File: config.mk
export PLATFORM = sky130hd
export DESIGN_NAME = rgb_to_rgbw_with_gain_correction_top
export DESIGN_NICKNAME = d
export VERILOG_FILES = /design/src/hdl/rgbw_pkg.sv /design/src/hdl/rgbw_cfg.sv /design/src/hdl/rgbw_white.sv /design/src/hdl/rgbw_gain.sv /design/src/hdl/rgb_to_rgbw_with_gain_correction_top.sv
export VERILOG_INCLUDE_DIRS = /design/src /design/src/hdl
export SDC_FILE = /design/constraint.sdc
export NUM_CORES = 2
export LEC_CHECK = 0
export BUFFER_PORTS_ARGS = -buffer_cell sky130_fd_sc_hd__buf_2
export CAP_MARGIN = 15
export CORE_MARGIN = 2
export CORE_UTILIZATION = 50
export CTS_CLUSTER_DIAMETER = 80
export DETAILED_ROUTE_END_ITERATION = 8
export PLACE_DENSITY_LB_ADDON = 0.05
export SLEW_MARGIN = 15
export SYNTH_ARGS = -nofsm -noshare
export SYNTH_HDL_FRONTEND = slang
export SYNTH_HIERARCHICAL = 1
export SYNTH_SLANG_ARGS = --single-unit
export TNS_END_PERCENT = 10
File: constraint.sdc
create_clock -name clk -period 10.4 [get_ports clk]
set_clock_uncertainty 0.2 [all_clocks]
set_input_delay 1.04 -clock clk [delete_from_list [all_inputs] [get_ports clk]]
set_output_delay 1.04 -clock clk [all_outputs]
set_load 0.01 [all_outputs]
File: src/hdl/assert_macros.svh
// Assertion helpers shared by the RTL files.
`ifndef ASSERT_MACROS_SVH
`define ASSERT_MACROS_SVH
`ifndef SYNTH
// Check a property on every rising edge, skipped while reset is asserted.
`define RGBW_ASSERT(lbl, clk, rstn, prop, msg) \
  lbl: assert property (@(posedge clk) disable iff (!rstn) prop) else $error(msg);
// Check a property on every rising edge, reset included.
`define RGBW_ASSERT_ALWAYS(lbl, clk, prop, msg) \
  lbl: assert property (@(posedge clk) prop) else $error(msg);
`else
`define RGBW_ASSERT(lbl, clk, rstn, prop, msg)
`define RGBW_ASSERT_ALWAYS(lbl, clk, prop, msg)
`endif
`endif

File: src/hdl/rgbw_pkg.sv
package rgbw_pkg;

  localparam int PIX_BITS         = 16;
  localparam int CHANNEL_BITS_DEF = 16;
  localparam int NUM_COLORS       = 3;
  localparam int GAIN_BITS        = 16;
  localparam int GAIN_FRAC        = 12;
  localparam logic [GAIN_BITS-1:0] UNITY_GAIN = 16'd4096;

  localparam int CFG_IDX_BITS = 3;
  localparam logic [CFG_IDX_BITS-1:0] REG_WHITE_EN = 3'd0;
  localparam logic [CFG_IDX_BITS-1:0] REG_CORR_EN  = 3'd1;
  localparam logic [CFG_IDX_BITS-1:0] REG_RED_GAIN = 3'd2;
  localparam logic [CFG_IDX_BITS-1:0] REG_GRN_GAIN = 3'd3;
  localparam logic [CFG_IDX_BITS-1:0] REG_BLU_GAIN = 3'd4;

  // Color lane order: red, green, blue.
  localparam int LANE_RED = 0;
  localparam int LANE_GRN = 1;
  localparam int LANE_BLU = 2;

  typedef struct packed {
    logic                 white_en;
    logic                 corr_en;
    logic [GAIN_BITS-1:0] red_gain;
    logic [GAIN_BITS-1:0] grn_gain;
    logic [GAIN_BITS-1:0] blu_gain;
  } cfg_t;

endpackage

File: src/hdl/rgbw_cfg.sv
module rgbw_cfg
  import rgbw_pkg::*;
(
  input  logic                    clk,
  input  logic                    rst_n,
  input  logic                    cfg_valid,
  output logic                    cfg_ready,
  input  logic [CFG_IDX_BITS-1:0] cfg_index,
  input  logic [PIX_BITS-1:0]     cfg_data,
  output cfg_t                    cfg
);

  cfg_t cfg_r;

  assign cfg_ready = 1'b1;
  assign cfg       = cfg_r;

  always_ff @(posedge clk) begin
    if (!rst_n) begin
      cfg_r.white_en <= 1'b1;
      cfg_r.corr_en  <= 1'b0;
      cfg_r.red_gain <= UNITY_GAIN;
      cfg_r.grn_gain <= UNITY_GAIN;
      cfg_r.blu_gain <= UNITY_GAIN;
    end else if (cfg_valid) begin
      case (cfg_index)
        REG_WHITE_EN: cfg_r.white_en <= cfg_data[0];
        REG_CORR_EN:  cfg_r.corr_en  <= cfg_data[0];
        REG_RED_GAIN: cfg_r.red_gain <= cfg_data[GAIN_BITS-1:0];
        REG_GRN_GAIN: cfg_r.grn_gain <= cfg_data[GAIN_BITS-1:0];
        REG_BLU_GAIN: cfg_r.blu_gain <= cfg_data[GAIN_BITS-1:0];
        default: ;
      endcase
    end
  end

endmodule

File: src/hdl/rgbw_white.sv
`include "assert_macros.svh"
module rgbw_white
  import rgbw_pkg::*;
#(
  parameter int CHANNEL_BITS = CHANNEL_BITS_DEF
) (
  input  logic                    clk,
  input  logic                    rst_n,
  input  logic                    white_en,
  input  logic                    in_valid,
  output logic                    in_stall,
  input  logic [PIX_BITS-1:0]     in_red,
  input  logic [PIX_BITS-1:0]     in_green,
  input  logic [PIX_BITS-1:0]     in_blue,
  output logic                    dn_valid,
  input  logic                    dn_stall,
  output logic [CHANNEL_BITS-1:0] dn_diff [NUM_COLORS],
  output logic [CHANNEL_BITS-1:0] dn_white
);

  logic                    valid_r;
  logic [CHANNEL_BITS-1:0] diff_r [NUM_COLORS];
  logic [CHANNEL_BITS-1:0] white_r;

  logic                    ready;
  logic [CHANNEL_BITS-1:0] chan [NUM_COLORS];
  logic [CHANNEL_BITS-1:0] min_rg;
  logic [CHANNEL_BITS-1:0] white_nxt;

  assign ready    = !valid_r || !dn_stall;
  assign in_stall = !ready;

  assign chan[LANE_RED] = in_red[CHANNEL_BITS-1:0];
  assign chan[LANE_GRN] = in_green[CHANNEL_BITS-1:0];
  assign chan[LANE_BLU] = in_blue[CHANNEL_BITS-1:0];

  always_comb begin
    min_rg    = (chan[LANE_GRN] < chan[LANE_RED]) ? chan[LANE_GRN] : chan[LANE_RED];
    white_nxt = '0;
    if (white_en) begin
      white_nxt = (chan[LANE_BLU] < min_rg) ? chan[LANE_BLU] : min_rg;
    end
  end

  always_ff @(posedge clk) begin
    if (!rst_n) begin
      valid_r <= 1'b0;
    end else if (ready) begin
      valid_r <= in_valid;
    end
  end

  always_ff @(posedge clk) begin
    if (ready && in_valid) begin
      white_r <= white_nxt;
      for (int i = 0; i < NUM_COLORS; i++) begin
        diff_r[i] <= chan[i] - white_nxt;
      end
    end
  end

  assign dn_valid = valid_r;
  assign dn_diff  = diff_r;
  assign dn_white = white_r;

  // The white level is the smallest channel, so one difference must be zero.
  `RGBW_ASSERT(a_min_lane_zero, clk, rst_n, (valid_r && white_en) |-> (diff_r[LANE_RED] == '0 || diff_r[LANE_GRN] == '0 || diff_r[LANE_BLU] == '0), "no zero lane after white removal")
  // Nothing is held after reset.
  `RGBW_ASSERT_ALWAYS(a_reset_empty, clk, !rst_n |=> !valid_r, "stage valid after reset")

endmodule

File: src/hdl/rgbw_gain.sv
`include "assert_macros.svh"
module rgbw_gain
  import rgbw_pkg::*;
#(
  parameter int CHANNEL_BITS = CHANNEL_BITS_DEF
) (
  input  logic                    clk,
  input  logic                    rst_n,
  input  cfg_t                    cfg,
  input  logic                    up_valid,
  output logic                    up_stall,
  input  logic [CHANNEL_BITS-1:0] up_diff [NUM_COLORS],
  input  logic [CHANNEL_BITS-1:0] up_white,
  output logic                    out_valid,
  input  logic                    out_stall,
  output logic [PIX_BITS-1:0]     out_color [NUM_COLORS],
  output logic [PIX_BITS-1:0]     out_white
);

  localparam int PROD_BITS  = CHANNEL_BITS + GAIN_BITS;
  localparam int SCALE_BITS = PROD_BITS - GAIN_FRAC;

  logic                    valid_r;
  logic [CHANNEL_BITS-1:0] color_r [NUM_COLORS];
  logic [CHANNEL_BITS-1:0] white_r;

  logic                    ready;
  logic [GAIN_BITS-1:0]    gain  [NUM_COLORS];
  logic [PROD_BITS-1:0]    prod  [NUM_COLORS];
  logic [SCALE_BITS-1:0]   scale [NUM_COLORS];
  logic [CHANNEL_BITS-1:0] color_nxt [NUM_COLORS];

  assign ready    = !valid_r || !out_stall;
  assign up_stall = !ready;

  assign gain[LANE_RED] = cfg.corr_en ? cfg.red_gain : UNITY_GAIN;
  assign gain[LANE_GRN] = cfg.corr_en ? cfg.grn_gain : UNITY_GAIN;
  assign gain[LANE_BLU] = cfg.corr_en ? cfg.blu_gain : UNITY_GAIN;

  // Scale each lane, drop the fraction, clamp at full scale.
  always_comb begin
    for (int i = 0; i < NUM_COLORS; i++) begin
      prod[i]      = PROD_BITS'(up_diff[i]) * PROD_BITS'(gain[i]);
      scale[i]     = prod[i][PROD_BITS-1:GAIN_FRAC];
      color_nxt[i] = (scale[i][SCALE_BITS-1:CHANNEL_BITS] != '0)
                     ? {CHANNEL_BITS{1'b1}} : scale[i][CHANNEL_BITS-1:0];
    end
  end

  always_ff @(posedge clk) begin
    if (!rst_n) begin
      valid_r <= 1'b0;
    end else if (ready) begin
      valid_r <= up_valid;
    end
  end

  always_ff @(posedge clk) begin
    if (ready && up_valid) begin
      color_r <= color_nxt;
      white_r <= up_white;
    end
  end

  assign out_valid = valid_r;
  always_comb begin
    for (int i = 0; i < NUM_COLORS; i++) begin
      out_color[i] = PIX_BITS'(color_r[i]);
    end
  end
  assign out_white = PIX_BITS'(white_r);

  // Unity gain passes the difference through unchanged.
  `RGBW_ASSERT(a_unity_pass, clk, rst_n, (ready && up_valid && !cfg.corr_en) |=> (color_r[LANE_RED] == $past(up_diff[LANE_RED]) && color_r[LANE_BLU] == $past(up_diff[LANE_BLU])), "unity gain changed a lane")
  // A gain of zero clears the lane.
  `RGBW_ASSERT(a_zero_gain, clk, rst_n, (ready && up_valid && cfg.corr_en && cfg.grn_gain == '0) |=> (color_r[LANE_GRN] == '0), "zero gain left a nonzero lane")

endmodule

File: src/hdl/rgb_to_rgbw_with_gain_correction_top.sv
// Channel  Handshake              Payload
// in       in_valid / in_stall    in_red, in_green, in_blue (16 b each)
// out      out_valid / out_stall  out_red, out_green, out_blue, out_white (16 b)
// cfg      cfg_valid / cfg_ready  cfg_index (3 b), cfg_data (16 b)
//
// One pixel a cycle while out_stall stays low; each beat taken passes through
// the white removal stage, then the gain multiply stage, to the output.
// Reset (rst_n low, synchronous) empties both stages and loads the register
// defaults: white on, correction off, all gains 1.0.
// out_stall holds both stages in place; in_stall rises only when both are full.
// cfg_ready is always high; a write to an unused index is dropped.
module rgb_to_rgbw_with_gain_correction_top
  import rgbw_pkg::*;
#(
  parameter int CHANNEL_BITS = CHANNEL_BITS_DEF
) (
  input  logic                    clk,
  input  logic                    rst_n,
  // input pixel channel
  input  logic                    in_valid,
  output logic                    in_stall,
  input  logic [PIX_BITS-1:0]     in_red,
  input  logic [PIX_BITS-1:0]     in_green,
  input  logic [PIX_BITS-1:0]     in_blue,
  // result channel
  output logic                    out_valid,
  input  logic                    out_stall,
  output logic [PIX_BITS-1:0]     out_red,
  output logic [PIX_BITS-1:0]     out_green,
  output logic [PIX_BITS-1:0]     out_blue,
  output logic [PIX_BITS-1:0]     out_white,
  // register write channel
  input  logic                    cfg_valid,
  output logic                    cfg_ready,
  input  logic [CFG_IDX_BITS-1:0] cfg_index,
  input  logic [PIX_BITS-1:0]     cfg_data
);

  cfg_t                    cfg;
  logic                    mid_valid;
  logic                    mid_stall;
  logic [CHANNEL_BITS-1:0] mid_diff [NUM_COLORS];
  logic [CHANNEL_BITS-1:0] mid_white;
  logic [PIX_BITS-1:0]     color [NUM_COLORS];

  // Register file; user changes values only while pipe is empty; not enforced.
  rgbw_cfg u_cfg (
    .clk       (clk),
    .rst_n     (rst_n),
    .cfg_valid (cfg_valid),
    .cfg_ready (cfg_ready),
    .cfg_index (cfg_index),
    .cfg_data  (cfg_data),
    .cfg       (cfg)
  );

  // Stage one: mask to channel width, take the minimum (zero with white off), subtract it.
  rgbw_white #(
    .CHANNEL_BITS (CHANNEL_BITS)
  ) u_white (
    .clk      (clk),
    .rst_n    (rst_n),
    .white_en (cfg.white_en),
    .in_valid (in_valid),
    .in_stall (in_stall),
    .in_red   (in_red),
    .in_green (in_green),
    .in_blue  (in_blue),
    .dn_valid (mid_valid),
    .dn_stall (mid_stall),
    .dn_diff  (mid_diff),
    .dn_white (mid_white)
  );

  // Stage two: Q4.12 gain per lane, floor, saturate; drives the output beat.
  rgbw_gain #(
    .CHANNEL_BITS (CHANNEL_BITS)
  ) u_gain (
    .clk       (clk),
    .rst_n     (rst_n),
    .cfg       (cfg),
    .up_valid  (mid_valid),
    .up_stall  (mid_stall),
    .up_diff   (mid_diff),
    .up_white  (mid_white),
    .out_valid (out_valid),
    .out_stall (out_stall),
    .out_color (color),
    .out_white (out_white)
  );

  assign out_red   = color[LANE_RED];
  assign out_green = color[LANE_GRN];
  assign out_blue  = color[LANE_BLU];

endmodule

==> metrics.md <==
| Metric | Value |
|---|---|
| Distinct cell type count after synthesis | 89 |
| Final setup violation count | 0 |
| Postcts setup bufs | 0 |
| Number of enable-type register cells in the synthesized netlist | 128 |
| Share of the synthesized area in the top cell type | 33.48% |
| Async set or reset register ratio after synthesis | 0% |
| Count of max-cap constraint violations | 0 |
| Post-cts resize count | 0 |
| Leading post-synthesis cells by cell area | fa_1 33%, ha_1 14%, edfxtp_1 11% |
| Register bit total from synthesis | 180 |
| Per-cell via count in the routed design | 5.692 |
| Cell with the most instances after synthesis | inv_1 |
| Tcrit/Tclk final | 85.15% |
| Power Density | 88.92 mW/mm^2 |
| Yosys warning total | 6 |
| Critical path arrival | 8.88 ns |
| Layout fillers | 6503 |
| Worst hold path class | flop to flop |
| Max Buffers Root-to-Sink | 2 |
| Fraction of final layout cells sized beyond drive strength 1 | 5.963% |
| Antenna-violating nets left | 0 |
| Vias in the first global route | 28320 |
| Startpoint kind of the worst setup timing path | flop |
| Total power draw | 3.257 mW |
| Placer's final routability congestion estimate | 0.8812 |
| Deepest level of the CTS H-tree | 4 |
| Total iterations of the first detailed-routing run | 8 |
| Dominant register cell in the synthesized netlist | edfxtp_1 |
| Slew Limit Headroom | 26.64% |
| Synthesis-to-layout area growth | 5.260% |
| Number of DRC markers in iteration 0 | 1863 |
| Required time at the worst-slack endpoint | 10.42 ns |
| Ranking of synthesized cells by instance count | 674 x inv_1, 582 x fa_1, 536 x nand2_1 |
| Leakage power total | 19.22 nW |
| GRT Util Overall | 28.52% |
| Maximum fanout encountered on the critical timing path | 93 |
| Routed wire length | 99.39 mm |
| Fin crit period | 8.856 ns |
| TritonCTS clock tree | built |
| Input/output buffers | 137 |
| Worst slew pin tran | 1.100 ns |
| Maximum VDD drop | 134.9 uV |
| Initial core utilization | 50.65% |
| Critical path class | flop to flop |
| Post-synthesis area per instance | 9.222 um^2 |
| Die width | 267.8 um |
| DPL Wire Length | 78.49 mm |
| Outcome | complete, no violations |
| Maximum frequency from static timing analysis | 112.9 MHz |
| Number of hold buffers added after CTS | 0 |
| Nets | 4792 |
| Register clock-pin slew on the reported worst setup and hold paths | 0.09 ns |
| FF/Latch Area | 0.004888 mm^2 |
| Number of rows in the core area | 96 |
| Post-synthesis sequential area ratio | 14.04% |
| Setup slack on the worst flop-to-flop path | 1.54 ns |
| Worst-Skew Late Latency | 0.50 ns |
| Floorplan die height | 267.8 um |
| Standard cell core area | 0.06871 mm^2 |
| Vias after detailed routing | 26800 |
| Full die area | 0.07173 mm^2 |
| Critical path endpoint category | flop |
| IO Count | 139 |
| Count of final max-slew check failures | 0 |
| Clock sink count | 180 |
| WL per Instance | 21.11 um |
| Clk Tree Root Cell | clkbuf_16 |
| Maximum number of pins on one net before global-route repair | 94 |
| Count of unresolved DRC violations after routing | 0 |
| Cell accounting for the most synthesized area | fa_1 |
| Number of antenna violations at the first check in global routing | 4 |
| Number of buffers created by CTS | 17 |
| Setup repair after global routing missed its margin | false |
| Final total negative setup slack | 0 ns |
| Hold Fails Final Rpt | 0 |
| Net count of the mapped netlist | 4806 |
| Total overflow reported by the global router | 0 |
| Multi-input combinational cell area | 0.02663 mm^2 |
| First-pass GRT wire length | 157.8 mm |
| Mapped Cells | 3774 |
| Cell area after synthesis | 0.03480 mm^2 |
[worst paths after layout]
kind | depth (start not counted) | endpoint | from
min | 0 | u_gain/out_white[10] | u_white/dn_white[10]
min reg2reg | 0 | u_gain/out_white[10] | u_white/dn_white[10]
max reg2reg | 21 | u_gain/out_color[8] | u_cfg/cfg[48]
max | 21 | u_gain/out_color[8] | u_cfg/cfg[48]
[layout make-up]
class | instances | share of cell area [%]
Multi-Input combinational cell | 2732 | 72.68
Sequential cell | 180 | 13.34
Inverter | 674 | 6.906
Tap cell | 931 | 3.180
Timing Repair Buffer | 155 | 2.251
Clock buffer | 18 | 1.172
Clock inverter | 14 | 0.4372
Antenna cell | 4 | 0.02732
[cell usage in the layout, fill, tap and decap left out, types with 6 or more instances in the layout]
cell	count
inv_1	674
fa_1	582
nand2_1	536
ha_1	378
and3_1	373
buf_2	137
edfxtp_1	128
a21oi_1	100
nand3_1	82
nor2_1	77
o21ai_0	77
xnor2_1	69
mux2i_1	68
and2_1	56
dfxtp_1	51
a21o_1	35
nand2b_1	32
xor2_1	30
nand4_1	22
o21a_1	18
clkbuf_16	17
buf_4	17
nor2b_1	16
nor3_1	16
o211ai_1	14
o21bai_1	10
a31oi_1	9
a21boi_0	9
a31o_2	9
a211oi_1	8
o31ai_1	6
[layer usage]
layer,vias to the layer above,part of all wire (%),GRT usage (%)
met4,6,2.3,7.504
met1,13750,44,38.66
met2,773,48,47.85
li1,12140,-,-
met3,135,5.6,4.362
met5,-,0.042,0
[report_power, final]
group	internal [mW]	switching (mW)	total, mW	leakage (nW)
clock	0.323	0.359	0.682	0.289
sequential	0.918	0.352	1.27	1.64
combinational	0.517	0.788	1.31	17.3
total	1.76	1.50	3.26	19.2
[cells by family (layout without fill, tap and decap cells)]
family	count (synthesis)	in the layout	synth area share, %
flip-flops	180	180	14.04
AO/OA/AOI/OAI	346	346	6.507
XOR/XNOR	101	101	2.624
adder cells (fa/ha/maj)	960	960	47.07
other	1	5	0.01078
AND/OR/NAND/NOR	1254	1254	18.22
multiplexers	70	70	2.017
buffers and inverters	862	861	9.513
[through the flow]
stage	utilization, %	setup slack (ns)	cell area [um^2]	hold WS [ns]	std cells
after floorplan	-	3.146	34800	0.2003	3774
after global placement	52.42	1.908	36020	0.2048	4671
after detailed placement	52.42	1.688	36020	0.2057	4671
after CTS	53.28	1.699	36610	0.2324	4703
after global routing	53.31	1.040	36630	0.2345	4705
final	53.32	1.544	36630	0.2303	4708
[sequential cells by signal (all words and copies together), names as in the netlist]
| register | cells |
|---|---|
| u_gain/out_color | 48 |
| u_white/dn_white | 16 |
| u_white/dn_valid | 1 |
| u_white/dn_diff | 48 |
| u_gain/out_white | 16 |
| u_gain/out_valid | 1 |
| u_cfg/cfg | 50 |
[critical path: stages, from the launching register on]
cell,delay [ns]
dfxtp_4,0.83
buf_4,0.47
and2_0,0.76
nand2_1,0.16
fa_1,0.53
inv_1,0.05
fa_1,0.49
fa_1,0.59
fa_1,0.44
fa_1,0.49
inv_1,0.05
fa_1,0.47
inv_1,0.04
ha_1,0.39
a21oi_1,0.44
o21ai_0,0.22
a221oi_1,0.65
o22a_1,0.21
o31ai_1,0.07
xnor2_1,0.16
nor4_4,0.69
nand2_1,0.14
No activity file was read; power rests on OpenSTA's default activity.
